## config.mk

```make
export PLATFORM = sky130hd
export DESIGN_NAME = sliding_window_rms_gate
export DESIGN_NICKNAME = d
export VERILOG_FILES = /design/src/rtl/core/swrg_pkg.sv /design/src/rtl/core/swrg_csr.sv /design/src/rtl/core/swrg_div.sv /design/src/rtl/core/swrg_sqrt.sv /design/src/rtl/core/sliding_window_rms_gate.sv
export SDC_FILE = /design/constraint.sdc
export NUM_CORES = 2
export LEC_CHECK = 0
export ABC_AREA = 1
export BUFFER_PORTS_ARGS = -buffer_cell sky130_fd_sc_hd__buf_2
export CORE_MARGIN = 5
export CORE_UTILIZATION = 45
export CTS_BUF_LIST = sky130_fd_sc_hd__clkbuf_2 sky130_fd_sc_hd__clkbuf_4 sky130_fd_sc_hd__clkbuf_8
export DETAILED_ROUTE_END_ITERATION = 8
export GPL_TIMING_DRIVEN = 0
export PLACE_DENSITY = 0.66
export RECOVER_POWER = 25
export SLEW_MARGIN = 30
export SYNTH_ARGS = -nofsm -noshare
export SYNTH_HDL_FRONTEND = slang
export SYNTH_SLANG_ARGS = --single-unit
```

## constraint.sdc

```tcl
create_clock -name clock -period 10 [get_ports clock]
set_input_delay 2 -clock clock [delete_from_list [all_inputs] [get_ports clock]]
set_output_delay 2 -clock clock [all_outputs]
set_load 0.01 [all_outputs]
```

## src/rtl/core/swrg_pkg.sv

```systemverilog
// Shared types, constants and helpers of the sliding window RMS gate.
`timescale 1ns / 1ps
package swrg_pkg;

   localparam int CHAN_W       = 2;
   localparam int SAMPLE_W     = 16;
   localparam int THR_W        = 16;
   localparam int NUM_THR      = 4;
   localparam int PADDR_W      = 4;
   localparam int PDATA_W      = 32;
   localparam int SQ_W         = 2 * SAMPLE_W - 1;
   localparam int RAD_W        = 32;
   localparam int ROOT_W       = 16;
   localparam int WINDOW_DEF   = 3;
   localparam int CHANNELS_DEF = 4;

   localparam logic [THR_W-1:0] THR_RESET = 16'd512;

   typedef logic [NUM_THR-1:0][THR_W-1:0] thr_bank_type;

   typedef enum logic [1:0] {
      CSR_THR_CH0 = 2'd0,
      CSR_THR_CH1 = 2'd1,
      CSR_THR_CH2 = 2'd2,
      CSR_THR_CH3 = 2'd3
   } csr_index_type;

   typedef enum logic [3:0] {
      ST_IDLE,
      ST_ADDR,
      ST_LOAD,
      ST_SQ_OLD,
      ST_SQ_NEW,
      ST_ACCUM,
      ST_DIV,
      ST_SQRT,
      ST_DONE
   } state_type;

   typedef struct packed {
      logic busy;
      logic done;
   } serial_status_type;

   function automatic logic [SAMPLE_W-1:0] magnitude(input logic [SAMPLE_W-1:0] raw);
      magnitude = raw[SAMPLE_W-1] ? (~raw + 1'b1) : raw;
   endfunction

endpackage

```

## src/rtl/core/swrg_csr.sv

```systemverilog
// Threshold register file behind the APB-style configuration port.
`timescale 1ns / 1ps
module swrg_csr (
   input  logic                          clock,
   input  logic                          reset,
   input  logic                          psel,
   input  logic                          penable,
   input  logic                          pwrite,
   input  logic [swrg_pkg::PADDR_W-1:0]  paddr,
   input  logic [swrg_pkg::PDATA_W-1:0]  pwdata,
   output logic [swrg_pkg::PDATA_W-1:0]  prdata,
   output logic                          pready,
   output swrg_pkg::thr_bank_type        thr
);
   import swrg_pkg::*;

   thr_bank_type  thr_ff;
   thr_bank_type  thr_in;
   csr_index_type index;
   logic          wr_en;

   assign index  = csr_index_type'(paddr[PADDR_W-1:2]);
   assign wr_en  = psel && penable && pwrite;
   assign pready = 1'b1;
   assign thr    = thr_ff;

   always_comb begin
      thr_in = thr_ff;
      if (wr_en) begin
         case (index)
            CSR_THR_CH0: thr_in[0] = pwdata[THR_W-1:0];
            CSR_THR_CH1: thr_in[1] = pwdata[THR_W-1:0];
            CSR_THR_CH2: thr_in[2] = pwdata[THR_W-1:0];
            CSR_THR_CH3: thr_in[3] = pwdata[THR_W-1:0];
            default: thr_in = thr_ff;
         endcase
      end
   end

   always_comb begin
      case (index)
         CSR_THR_CH0: prdata = PDATA_W'(thr_ff[0]);
         CSR_THR_CH1: prdata = PDATA_W'(thr_ff[1]);
         CSR_THR_CH2: prdata = PDATA_W'(thr_ff[2]);
         CSR_THR_CH3: prdata = PDATA_W'(thr_ff[3]);
         default: prdata = '0;
      endcase
   end

   always_ff @(posedge clock) begin
      if (reset) begin
         for (int i = 0; i < NUM_THR; i++) begin
            thr_ff[i] <= THR_RESET;
         end
      end else begin
         thr_ff <= thr_in;
      end
   end

endmodule

```

## src/rtl/core/swrg_div.sv

```systemverilog
// Bit-serial restoring divider: one quotient bit per clock cycle.
`timescale 1ns / 1ps
module swrg_div #(
   parameter int SUM_W = 32,
   parameter int CNT_W = 2
) (
   input  logic                         clock,
   input  logic                         reset,
   input  logic                         start,
   input  logic [SUM_W-1:0]             dividend,
   input  logic [CNT_W-1:0]             divisor,
   output logic [SUM_W-1:0]             quotient,
   output swrg_pkg::serial_status_type  status
);
   import swrg_pkg::*;

   localparam int STEP_W = $clog2(SUM_W + 1);

   logic [SUM_W-1:0]  quo_ff;
   logic [SUM_W-1:0]  quo_in;
   logic [CNT_W-1:0]  rem_ff;
   logic [CNT_W-1:0]  rem_in;
   logic [CNT_W-1:0]  div_ff;
   logic [STEP_W-1:0] cnt_ff;
   logic              busy_ff;
   logic              done_ff;
   logic [CNT_W:0]    trial;
   logic              ge;

   assign trial = {rem_ff, quo_ff[SUM_W-1]};
   assign ge    = trial >= {1'b0, div_ff};

   always_comb begin
      rem_in = ge ? CNT_W'(trial - {1'b0, div_ff}) : trial[CNT_W-1:0];
      quo_in = {quo_ff[SUM_W-2:0], ge};
   end

   assign quotient    = quo_ff;
   assign status.busy = busy_ff;
   assign status.done = done_ff;

   always_ff @(posedge clock) begin
      if (reset) begin
         busy_ff <= 1'b0;
         done_ff <= 1'b0;
         cnt_ff  <= '0;
      end else begin
         done_ff <= 1'b0;
         if (start) begin
            busy_ff <= 1'b1;
            cnt_ff  <= '0;
         end else if (busy_ff) begin
            cnt_ff <= cnt_ff + 1'b1;
            if (cnt_ff == STEP_W'(SUM_W - 1)) begin
               busy_ff <= 1'b0;
               done_ff <= 1'b1;
            end
         end
      end
   end

   always_ff @(posedge clock) begin
      if (start) begin
         quo_ff <= dividend;
         rem_ff <= '0;
         div_ff <= divisor;
      end else if (busy_ff) begin
         quo_ff <= quo_in;
         rem_ff <= rem_in;
      end
   end

endmodule

```

## src/rtl/core/swrg_sqrt.sv

```systemverilog
// Digit-serial floor square root: two radicand bits and one root bit per cycle.
`timescale 1ns / 1ps
module swrg_sqrt (
   input  logic                               clock,
   input  logic                               reset,
   input  logic                               start,
   input  logic [swrg_pkg::RAD_W-1:0]         radicand,
   output logic [swrg_pkg::ROOT_W-1:0]        root,
   output swrg_pkg::serial_status_type        status
);
   import swrg_pkg::*;

   localparam int REM_W  = ROOT_W + 2;
   localparam int STEP_W = $clog2(ROOT_W + 1);

   logic [RAD_W-1:0]  rad_ff;
   logic [REM_W-1:0]  rem_ff;
   logic [REM_W-1:0]  rem_in;
   logic [ROOT_W-1:0] root_ff;
   logic [ROOT_W-1:0] root_in;
   logic [STEP_W-1:0] cnt_ff;
   logic              busy_ff;
   logic              done_ff;
   logic [REM_W-1:0]  shifted;
   logic [REM_W-1:0]  trial;
   logic              ge;

   assign shifted = {rem_ff[REM_W-3:0], rad_ff[RAD_W-1:RAD_W-2]};
   assign trial   = {root_ff, 2'b01};
   assign ge      = shifted >= trial;

   always_comb begin
      rem_in  = ge ? (shifted - trial) : shifted;
      root_in = {root_ff[ROOT_W-2:0], ge};
   end

   assign root        = root_ff;
   assign status.busy = busy_ff;
   assign status.done = done_ff;

   always_ff @(posedge clock) begin
      if (reset) begin
         busy_ff <= 1'b0;
         done_ff <= 1'b0;
         cnt_ff  <= '0;
      end else begin
         done_ff <= 1'b0;
         if (start) begin
            busy_ff <= 1'b1;
            cnt_ff  <= '0;
         end else if (busy_ff) begin
            cnt_ff <= cnt_ff + 1'b1;
            if (cnt_ff == STEP_W'(ROOT_W - 1)) begin
               busy_ff <= 1'b0;
               done_ff <= 1'b1;
            end
         end
      end
   end

   always_ff @(posedge clock) begin
      if (start) begin
         rad_ff  <= radicand;
         rem_ff  <= '0;
         root_ff <= '0;
      end else if (busy_ff) begin
         rad_ff  <= {rad_ff[RAD_W-3:0], 2'b00};
         rem_ff  <= rem_in;
         root_ff <= root_in;
      end
   end

endmodule

```

## src/rtl/core/sliding_window_rms_gate.sv

```systemverilog
// Top level of the per-channel sliding window RMS gate.
// The block takes one signed Q7.8 sample per transfer and returns one result per transfer
// for the window RMS of that sample's channel, in unsigned Q8.8, passed through only when it
// is strictly above the channel's threshold. Items are handled one at a time: each item passes
// through the bit-serial divider, one quotient bit per cycle, and then the square root unit,
// one root bit per cycle. SUM_W = 30 + clog2(WINDOW + 1) is the width of the sum of squares.
// A finished result waits in the output register while the next item is accepted.
// Samples whose channel is not below CHANNELS are accepted and dropped without a result.
`timescale 1ns / 1ps
module sliding_window_rms_gate #(
   parameter int WINDOW   = swrg_pkg::WINDOW_DEF,
   parameter int CHANNELS = swrg_pkg::CHANNELS_DEF
) (
   input  logic                                clock,
   input  logic                                reset,
   input  logic                                req_valid,
   output logic                                req_ready,
   input  logic [swrg_pkg::CHAN_W-1:0]         req_channel,
   input  logic signed [swrg_pkg::SAMPLE_W-1:0] req_sample,
   output logic                                rsp_valid,
   input  logic                                rsp_ready,
   output logic [swrg_pkg::CHAN_W-1:0]         rsp_out_channel,
   output logic [swrg_pkg::ROOT_W-1:0]         rsp_rms_gated,
   output logic                                rsp_above_threshold,
   input  logic                                psel,
   input  logic                                penable,
   input  logic                                pwrite,
   input  logic [swrg_pkg::PADDR_W-1:0]        paddr,
   input  logic [swrg_pkg::PDATA_W-1:0]        pwdata,
   output logic [swrg_pkg::PDATA_W-1:0]        prdata,
   output logic                                pready
);
   import swrg_pkg::*;

   localparam int SUM_W  = SQ_W - 1 + $clog2(WINDOW + 1);
   localparam int CNT_W  = $clog2(WINDOW + 1);
   localparam int SLOT_W = (WINDOW > 1) ? $clog2(WINDOW) : 1;
   localparam int CH_W   = (CHANNELS > 1) ? $clog2(CHANNELS) : 1;
   localparam int DEPTH  = CHANNELS * WINDOW;
   localparam int ADDR_W = (DEPTH > 1) ? $clog2(DEPTH) : 1;

   state_type state_ff;
   state_type state_in;

   logic [CHAN_W-1:0]   ch_ff;
   logic [SAMPLE_W-1:0] sample_ff;
   logic [CH_W-1:0]     ch_idx;
   logic [ADDR_W-1:0]   pos_ff;
   logic [SAMPLE_W-1:0] rd_data_ff;
   logic [SQ_W-1:0]     prod_ff;
   logic [SAMPLE_W-1:0] mag_op;
   logic [SAMPLE_W-1:0] mem [DEPTH];

   logic [SLOT_W-1:0] slot_ff [CHANNELS];
   logic [CNT_W-1:0]  fill_ff [CHANNELS];
   logic [SUM_W-1:0]  sum_ff  [CHANNELS];

   logic [SLOT_W-1:0] slot_cur;
   logic [SLOT_W-1:0] slot_next;
   logic [CNT_W-1:0]  fill_cur;
   logic [CNT_W-1:0]  fill_next;
   logic [SUM_W-1:0]  sum_cur;
   logic [SUM_W-1:0]  sum_new;
   logic              full;

   logic              accept;
   logic              in_range;
   logic              div_start;
   logic              sqrt_start;
   logic              out_load;

   logic [SUM_W-1:0]  quotient;
   logic [ROOT_W-1:0] root;
   serial_status_type div_st;
   serial_status_type sqrt_st;
   thr_bank_type      thr;

   logic              rsp_valid_ff;
   logic [CHAN_W-1:0] rsp_channel_ff;
   logic [ROOT_W-1:0] rsp_rms_ff;
   logic              rsp_above_ff;
   logic              pass;

   swrg_csr u_csr (
      .clock   (clock),
      .reset   (reset),
      .psel    (psel),
      .penable (penable),
      .pwrite  (pwrite),
      .paddr   (paddr),
      .pwdata  (pwdata),
      .prdata  (prdata),
      .pready  (pready),
      .thr     (thr)
   );

   swrg_div #(
      .SUM_W (SUM_W),
      .CNT_W (CNT_W)
   ) u_div (
      .clock    (clock),
      .reset    (reset),
      .start    (div_start),
      .dividend (sum_new),
      .divisor  (fill_next),
      .quotient (quotient),
      .status   (div_st)
   );

   swrg_sqrt u_sqrt (
      .clock    (clock),
      .reset    (reset),
      .start    (sqrt_start),
      .radicand ({1'b0, quotient[RAD_W-2:0]}),
      .root     (root),
      .status   (sqrt_st)
   );

   assign ch_idx   = CH_W'(ch_ff);
   assign in_range = int'(req_channel) < CHANNELS;
   assign accept   = req_valid && req_ready;

   assign slot_cur  = slot_ff[ch_idx];
   assign fill_cur  = fill_ff[ch_idx];
   assign sum_cur   = sum_ff[ch_idx];
   assign full      = fill_cur == CNT_W'(WINDOW);
   assign fill_next = full ? fill_cur : fill_cur + 1'b1;
   assign slot_next = (slot_cur == SLOT_W'(WINDOW - 1)) ? '0 : slot_cur + 1'b1;
   assign sum_new   = sum_cur + SUM_W'(prod_ff);
   assign mag_op    = (state_ff == ST_SQ_OLD) ? magnitude(rd_data_ff) : magnitude(sample_ff);

   assign pass = root > thr[ch_ff];

   always_comb begin
      state_in   = state_ff;
      req_ready  = 1'b0;
      div_start  = 1'b0;
      sqrt_start = 1'b0;
      out_load   = 1'b0;
      case (state_ff)
         ST_IDLE: begin
            req_ready = 1'b1;
            if (req_valid && in_range) begin
               state_in = ST_ADDR;
            end
         end
         ST_ADDR:   state_in = ST_LOAD;
         ST_LOAD:   state_in = ST_SQ_OLD;
         ST_SQ_OLD: state_in = ST_SQ_NEW;
         ST_SQ_NEW: state_in = ST_ACCUM;
         ST_ACCUM: begin
            div_start = 1'b1;
            state_in  = ST_DIV;
         end
         ST_DIV: begin
            if (div_st.done) begin
               sqrt_start = 1'b1;
               state_in   = ST_SQRT;
            end
         end
         ST_SQRT: begin
            if (sqrt_st.done) begin
               state_in = ST_DONE;
            end
         end
         ST_DONE: begin
            if (!rsp_valid_ff || rsp_ready) begin
               out_load = 1'b1;
               state_in = ST_IDLE;
            end
         end
         default: state_in = ST_IDLE;
      endcase
   end

   always_ff @(posedge clock) begin
      if (reset) begin
         state_ff <= ST_IDLE;
      end else begin
         state_ff <= state_in;
      end
   end

   always_ff @(posedge clock) begin
      if (accept) begin
         ch_ff     <= req_channel;
         sample_ff <= req_sample;
      end
      if (state_ff == ST_ADDR) begin
         pos_ff <= ADDR_W'(int'(ch_idx) * WINDOW + int'(slot_cur));
      end
      if (state_ff == ST_SQ_OLD || state_ff == ST_SQ_NEW) begin
         prod_ff <= SQ_W'(mag_op) * SQ_W'(mag_op);
      end
   end

   always_ff @(posedge clock) begin
      rd_data_ff <= mem[pos_ff];
      if (state_ff == ST_SQ_OLD) begin
         mem[pos_ff] <= sample_ff;
      end
   end

   always_ff @(posedge clock) begin
      if (reset) begin
         for (int i = 0; i < CHANNELS; i++) begin
            slot_ff[i] <= '0;
            fill_ff[i] <= '0;
            sum_ff[i]  <= '0;
         end
      end else begin
         if (state_ff == ST_SQ_NEW && full) begin
            sum_ff[ch_idx] <= sum_cur - SUM_W'(prod_ff);
         end
         if (state_ff == ST_ACCUM) begin
            sum_ff[ch_idx]  <= sum_new;
            fill_ff[ch_idx] <= fill_next;
            slot_ff[ch_idx] <= slot_next;
         end
      end
   end

   always_ff @(posedge clock) begin
      if (reset) begin
         rsp_valid_ff <= 1'b0;
      end else if (out_load) begin
         rsp_valid_ff <= 1'b1;
      end else if (rsp_ready) begin
         rsp_valid_ff <= 1'b0;
      end
   end

   always_ff @(posedge clock) begin
      if (out_load) begin
         rsp_channel_ff <= ch_ff;
         rsp_rms_ff     <= pass ? root : '0;
         rsp_above_ff   <= pass;
      end
   end

   assign rsp_valid           = rsp_valid_ff;
   assign rsp_out_channel     = rsp_channel_ff;
   assign rsp_rms_gated       = rsp_rms_ff;
   assign rsp_above_threshold = rsp_above_ff;

endmodule

```

**Yosys cells after proc, flatten, opt, wreduce, memory -nomap -nowiden**

Memories as Yosys holds them, arrays and structs flattened. A register that Yosys moved wholly into a read port is not among the register bits.
Index checks and enable logic that the tools add are counted.

- Register bits after elaboration: 256
- RAM bits: 336
- Input bits: 61
- Output and inout port bits: 54
- Memories kept: 4

Memory list:

| name | depth | bits a word | rd ports | clocked after memory_dff | wr ports | line | RTL |
|---|---|---|---|---|---|---|---|
| mem | 12 | 16 | 1 | 1 | 1 | sliding_window_rms_gate.sv:52 | `logic [SAMPLE_W-1:0] mem [DEPTH];` |
| sum_ff | 4 | 32 | 1 | 1 | 4 | sliding_window_rms_gate.sv:56 | `logic [SUM_W-1:0] sum_ff [CHANNELS];` |
| fill_ff | 4 | 2 | 1 | 1 | 4 | sliding_window_rms_gate.sv:55 | `logic [CNT_W-1:0] fill_ff [CHANNELS];` |
| slot_ff | 4 | 2 | 1 | 1 | 4 | sliding_window_rms_gate.sv:54 | `logic [SLOT_W-1:0] slot_ff [CHANNELS];` |

- Add/subtract/negate cells: 11
- Multiply operators: 2
- Order comparisons: 4
- Eq/ne operators: 19
- Mux-type cells: 57
- Bitwise gates (word level): 5
- Reduce and logical (&&, ||, !) cells: 24

Operator list:

| operator | number |
|---|---|
| $mux W32 | 4 |
| $pmux W32 S4 | 1 |
| $mux W16 | 5 |
| $mux W31 | 2 |
| $pmux W4 S9 | 1 |
| $add A16 B1 Y16 const B | 2 |
| $add A32 B31 Y32 | 1 |
| $bmux W16 S2 | 1 |
| $not A16 Y16 | 2 |
| $reduce_or A32 Y1 | 1 |
| $sub A32 B31 Y32 | 1 |
| $mul A16 B16 Y31 | 1 |
| $mux W1 | 28 |
| $mux W2 | 11 |
| $ge A18 B18 Y1 | 1 |
| $eq A4 B3 Y1 const B | 4 |
| $gt A16 B16 Y1 | 1 |
| $mux W4 | 4 |
| $sub A16 B16 Y16 | 1 |
| $eq A2 B2 Y1 const B | 4 |
| $eq A4 B2 Y1 const B | 2 |
| $reduce_and A2 Y1 | 4 |
| $reduce_or A2 Y1 | 4 |
| $add A6 B1 Y6 const B | 1 |
| 24 further kinds | 35 |

**Logic depth before layout (Yosys ltp)**

- Depth after elaboration: 8
- Gate-level depth with buffers: 37
- Gate-level depth less buffers: 36

**By module**

A second synthesis with hierarchy kept.

- Cell total of the unflattened synthesis: 4504
- Area total of the unflattened synthesis: 39143.8 um^2

Modules (own cells, without submodules):

| module | instances | cells an instance | area each (um^2) | seq. area each (um^2) |
|---|---|---|---|---|
| sliding_window_rms_gate | 1 | 3265 | 30037.6 | 12682.2 |
| swrg_sqrt | 1 | 550 | 4000.1 | 1741.7 |
| swrg_csr | 1 | 477 | 3106.7 | 1281.2 |
| swrg_div | 1 | 212 | 1999.4 | 1221.2 |

**Worst setup path after synthesis**

OpenSTA, ideal clock, no wires.

- Path type: flip-flop to flip-flop
- Start: reg sample_ff[1]
- End: reg prod_ff[26] (data pin)
- Arrival time: 6.488 ns
- Data required time: 9.742 ns
- Setup slack: 3.254 ns
- Cell stages (with the launch flop): 31
- Cells stage by stage: edfxtp_1 inv_1 ha_1 inv_1 nor3_1 nand2_1 nor2_2 a31oi_1 or2_2 nand3_1 nand2_2 inv_1 nand2_1 fa_1 inv_1 fa_1 fa_1 fa_1 fa_1 inv_1 fa_1 inv_1 ha_1 nand2_1 nor2_1 inv_1 nor3_1 nand2_1 o211ai_1 a31oi_1 xnor2_1

- Cells in the longest elaborated chain, start to end: 5

Ends and longest elaborated chain:

| item | line | RTL |
|---|---|---|
| start, declared | sliding_window_rms_gate.sv:46 | `logic [SAMPLE_W-1:0] sample_ff;` |
| start signal, assigned | sliding_window_rms_gate.sv:187 | `sample_ff <= req_sample;` |
| $not A16 Y16 | swrg_pkg.sv:46 | `magnitude = raw[SAMPLE_W-1] ? (~raw + 1'b1) : raw;` |
| $add A16 B1 Y16 | swrg_pkg.sv:46 |  |
| $mux W16 (*) | swrg_pkg.sv:46 |  |
| $mux W16 (*) | sliding_window_rms_gate.sv:130 | `assign mag_op = (state_ff == ST_SQ_OLD) ? magnitude(rd_data_ff) : magnitude(sample_ff);` |
| $mul A16 B16 Y31 (*) | sliding_window_rms_gate.sv:193 | `prod_ff <= SQ_W'(mag_op) * SQ_W'(mag_op);` |
| end signal, assigned | sliding_window_rms_gate.sv:193 |  |
| end, declared | sliding_window_rms_gate.sv:50 | `logic [SQ_W-1:0] prod_ff;` |

Mark *: on every way between the ends. The rest lies on a longest branch, timed or not.
A chain may end at the register's enable or synchronous reset.

**Worst setup path after layout**

Same ends and word-level chain as after synthesis.

==> Implementation_results.wiki <==
{| class="wikitable"
! Metric !! Value
|-
| Most frequent CP cell || sky130_fd_sc_hd__inv_1
|-
| CTS root buffer || sky130_fd_sc_hd__clkbuf_8
|-
| Number of port buffers || a little under 80
|-
| Number of standard cells after synthesis || 4,229
|-
| Post-synth top flop || sky130_fd_sc_hd__edfxtp_1
|-
| Max stage delay cell, worst path || sky130_fd_sc_hd__edfxtp_1
|-
| Number of max-slew violations in the final report || 0
|-
| Number of enable-type register cells in the synthesized netlist || around 470
|-
| Wire length per cell after detailed routing || 18.9 um
|-
| Relative slew slack || 5.06%
|-
| Fraction of final layout cells with drive strength greater than 1 || 8.11%
|-
| Post-Route Setup TNS || 0 ns
|-
| Vertical extent of the die || 299 um
|-
| Via count || 30,662
|-
| Area overhead of the layout relative to synthesis || 11.1%
|-
| Core Box Area || 83,300 um^2
|-
| Initial cell density of the core || 45.2%
|-
| Buffer depth of the longest clock path || 3
|-
| Number of logic stages on the critical path including buffering || 30
|-
| Category of the most critical setup path || reg2reg
|-
| Deepest level of the CTS H-tree || 3
|-
| Setup violations, final || 0
|-
| Worst setup path startpoint || sample_ff[1]
|-
| Cell family contributing the most delay on the critical path || adder cells
|-
| Drt first-iter violations || 2,995
|-
| Via count of the first global-routing pass || 29,921
|-
| Post-DR vias/cell || approximately 5.5
|-
| Total I/O pin count || about 120
|-
| Worst-case hold slack || 0.471 ns
|-
| Clk Latency, worst-skew pair || 0.74 ns
|-
| Type of the most critical hold path || reg2reg
|-
| Clock tree from TritonCTS || built
|-
| Critical hold path startpoint || u_sqrt.cnt_ff[4]
|-
| Result of the run || finished, final reports clean
|-
| Final period demand of the worst path || a little under 8 ns
|-
| Endpoint required time on the critical path || 10.44 ns
|-
| Least-Margin Pin Slew || between 1 and 1.5 ns
|-
| All-Layer GR Usage || 23.4%
|-
| Post-CTS repair timing setup buffer count || 0
|-
| Startpoint type of the worst setup path || register
|-
| Number of buffer and inverter instances along the worst setup path || 7
|-
| Fraction of the cycle the final worst path needs || about four fifths
|-
| Share of synthesized area occupied by flip-flops and latches || 44.9%
|-
| Distinct cells, synth || 59
|-
| Netlist Area Pre-Place || 37,700 um^2
|-
| Reg-to-reg critical path startpoint || sample_ff[1]
|-
| Setup repair after global routing missed its margin || false
|-
| NumNets Final || roughly 5,000
|-
| HPWL after detailed placement || 80,600 um
|-
| Inserted Clock Buffers || ~100
|-
| Fillers || 7,872
|-
| Synth Area per Inst || 8.91 um^2
|-
| Standard-cell row count || 106
|-
| Critical path's largest stage delay || between 0.6 and 0.7 ns
|-
| Die area || 89,600 um^2
|-
| Kind of capture point of the worst setup path || register
|-
| Arrival time of data at the critical path endpoint || 8.40 ns
|-
| Clock Pin Slew Worst Setup and Hold Paths || 0.06 ns
|-
| Number of max-cap violations || 0
|-
| F_max || approximately 130 MHz
|-
| Pin count of the biggest net entering global routing || 33
|-
| Number of routed nets with antenna violations || 0
|-
| Global-route congestion overflow total || 0
|-
| Global-route wire length before repair || roughly 170,000 um
|-
| Total Wirelength || between 100,000 and 150,000 um
|-
| Floorplan die width || 299 um
|-
| Worst Skew || 0.0588 ns
|-
| Register bit count reported by yosys || 609
|-
| Asr flop ratio synth || 0%
|-
| Number of cells on the worst reg-to-reg path || 30
|-
| Count of endpoints failing hold in the final timing report || 0
|-
| Drc violations || 0
|-
| Post_cts resized || 0
|-
| Number of hold-repair buffers added at the cts stage || 0
|-
| First-pass DRT Iterations || 6
|-
| Initial antenna violation count || 1
|-
| Routability Congestion || 0.971
|-
| Biggest fanout along the worst timing path || 13
|-
| Number of cells on the worst hold path || 2
|-
| Synth Warn # || 0
|-
| Sink count of the clock tree || 609
|}
path summary, 6_finish.rpt:
path                      end  slack, ns
max reg2reg       prod_ff[26]       2.05
max               prod_ff[26]       2.05
min          u_sqrt.cnt_ff[4]       0.47
min reg2reg  u_sqrt.cnt_ff[4]       0.47
logic make-up (layout without fill, tap and decap cells):
kind of cell,count (synthesis),count (layout),share of synthesized area (%)
and+or+nand+nor,1654,1654,18.2
buffers and inverters,781,1061,8.16
AOI/OAI and AO/OA,744,744,11.6
DFF,609,609,44.9
adders and majority gates,369,369,15.5
xor gates and xnor gates,70,70,1.63
other,2,33,0.0199
cell usage in the layout (no fill, tap or decap), types with 28 or more instances in the layout:
master                     synthesis  final
sky130_fd_sc_hd__nor2_1          558    547
sky130_fd_sc_hd__inv_1           591    589
sky130_fd_sc_hd__conb_1            2     28
sky130_fd_sc_hd__ha_1            204    204
sky130_fd_sc_hd__a31oi_1          35     35
sky130_fd_sc_hd__nand2_1         689    684
sky130_fd_sc_hd__clkinv_1          3     28
sky130_fd_sc_hd__a22oi_1          71     71
sky130_fd_sc_hd__xor2_1           49     49
sky130_fd_sc_hd__fa_1            165    165
sky130_fd_sc_hd__nand3_1         305    305
sky130_fd_sc_hd__o22ai_1          34     34
sky130_fd_sc_hd__nor3_1           29     30
sky130_fd_sc_hd__clkbuf_4          0     39
sky130_fd_sc_hd__o21ai_0         274    274
sky130_fd_sc_hd__clkbuf_1        109    112
sky130_fd_sc_hd__a21oi_1         209    209
sky130_fd_sc_hd__buf_2            35    113
sky130_fd_sc_hd__edfxtp_1        472    472
sky130_fd_sc_hd__dfxtp_1         137    137
sky130_fd_sc_hd__clkbuf_8          0    107
synthesized netlist by cell type (10+ instances only):
| library cell | count | share of area (%) |
|---|---|---|
| sky130_fd_sc_hd__clkbuf_1 | 109 | 1.1 |
| sky130_fd_sc_hd__a21o_1 | 12 | 0.24 |
| sky130_fd_sc_hd__xor2_1 | 49 | 1.1 |
| sky130_fd_sc_hd__a31oi_1 | 35 | 0.58 |
| sky130_fd_sc_hd__nand2_1 | 689 | 6.9 |
| sky130_fd_sc_hd__o21ai_0 | 274 | 3.6 |
| sky130_fd_sc_hd__o22ai_1 | 34 | 0.56 |
| sky130_fd_sc_hd__a221o_1 | 16 | 0.42 |
| sky130_fd_sc_hd__fa_1 | 165 | 8.8 |
| sky130_fd_sc_hd__ha_1 | 204 | 6.8 |
| sky130_fd_sc_hd__o21a_1 | 10 | 0.20 |
| sky130_fd_sc_hd__nand3_1 | 305 | 4.1 |
| sky130_fd_sc_hd__nor3_1 | 29 | 0.39 |
| sky130_fd_sc_hd__nor2_1 | 558 | 5.6 |
| sky130_fd_sc_hd__inv_1 | 591 | 5.9 |
| sky130_fd_sc_hd__buf_2 | 35 | 0.46 |
| sky130_fd_sc_hd__a21boi_0 | 11 | 0.22 |
| sky130_fd_sc_hd__or2_2 | 11 | 0.18 |
| sky130_fd_sc_hd__xnor2_1 | 21 | 0.49 |
| sky130_fd_sc_hd__nand4_1 | 23 | 0.38 |
| sky130_fd_sc_hd__dfxtp_1 | 137 | 7.3 |
| sky130_fd_sc_hd__edfxtp_1 | 472 | 38 |
| sky130_fd_sc_hd__buf_4 | 22 | 0.44 |
| sky130_fd_sc_hd__a22oi_1 | 71 | 1.4 |
| sky130_fd_sc_hd__o21bai_1 | 23 | 0.46 |
| sky130_fd_sc_hd__a21oi_1 | 209 | 2.8 |
through the flow:
stage / setup slack (ns) / utilization (%) / instance area (um^2) / std cells
after global routing: 1.55 / 50.3 / 41900 / 5620
after floorplan: 3.25 / - / 37800 / 4255
after global placement: 2.16 / 47.5 / 39500 / 5413
final: 2.05 / 50.3 / 41900 / 5620
after CTS: 2.04 / 50.3 / 41900 / 5615
after detailed placement: 2.06 / 47.7 / 39800 / 5426
worst min-delay path, cell delays in order, from the launching register on:
cell	delay, ns
sky130_fd_sc_hd__dfxtp_1	0.31
sky130_fd_sc_hd__nand2_1	0.06
sky130_fd_sc_hd__a21oi_1	0.05
state kept, by name, summed over array words and instances (netlist names), 2 cells and up, named ones only:
register,count
mem,192
sum_ff,128
u_csr.thr,64
u_div.quotient,32
u_sqrt.rad_ff,32
prod_ff,30
rd_data_ff,16
rsp_rms_gated,16
sample_ff,16
u_sqrt.rem_ff,16
u_sqrt.root,16
fill_ff,8
slot_ff,8
u_div.cnt_ff,6
u_sqrt.cnt_ff,5
pos_ff,4
state_ff,4
ch_ff,2
rsp_out_channel,2
u_div.div_ff,2
u_div.rem_ff,2
layout make-up:
type,count,area [um^2],area share (%)
Multi-Input combinational cell,2865,17800,42.6
Sequential cell,609,16900,40.4
Inverter,603,2260,5.41
Clock buffer,146,1770,4.22
Tap cell,1080,1350,3.23
Buffer,178,810,1.93
Timing Repair Buffer,91,558,1.33
Clock inverter,43,365,0.873
Antenna cell,5,12.5,0.0299
layer usage:
layer	GRT usage [%]	vias up	wire, um
met5	0	-	0
met4	7.09	0	3120
met3	2.94	200	7230
met2	38.6	1123	49900
met1	32.4	14776	46200
li1	-	14563	-
Power is not shown: default switching activity piles up to over one toggle a cycle in this logic, so the estimate is an artifact.
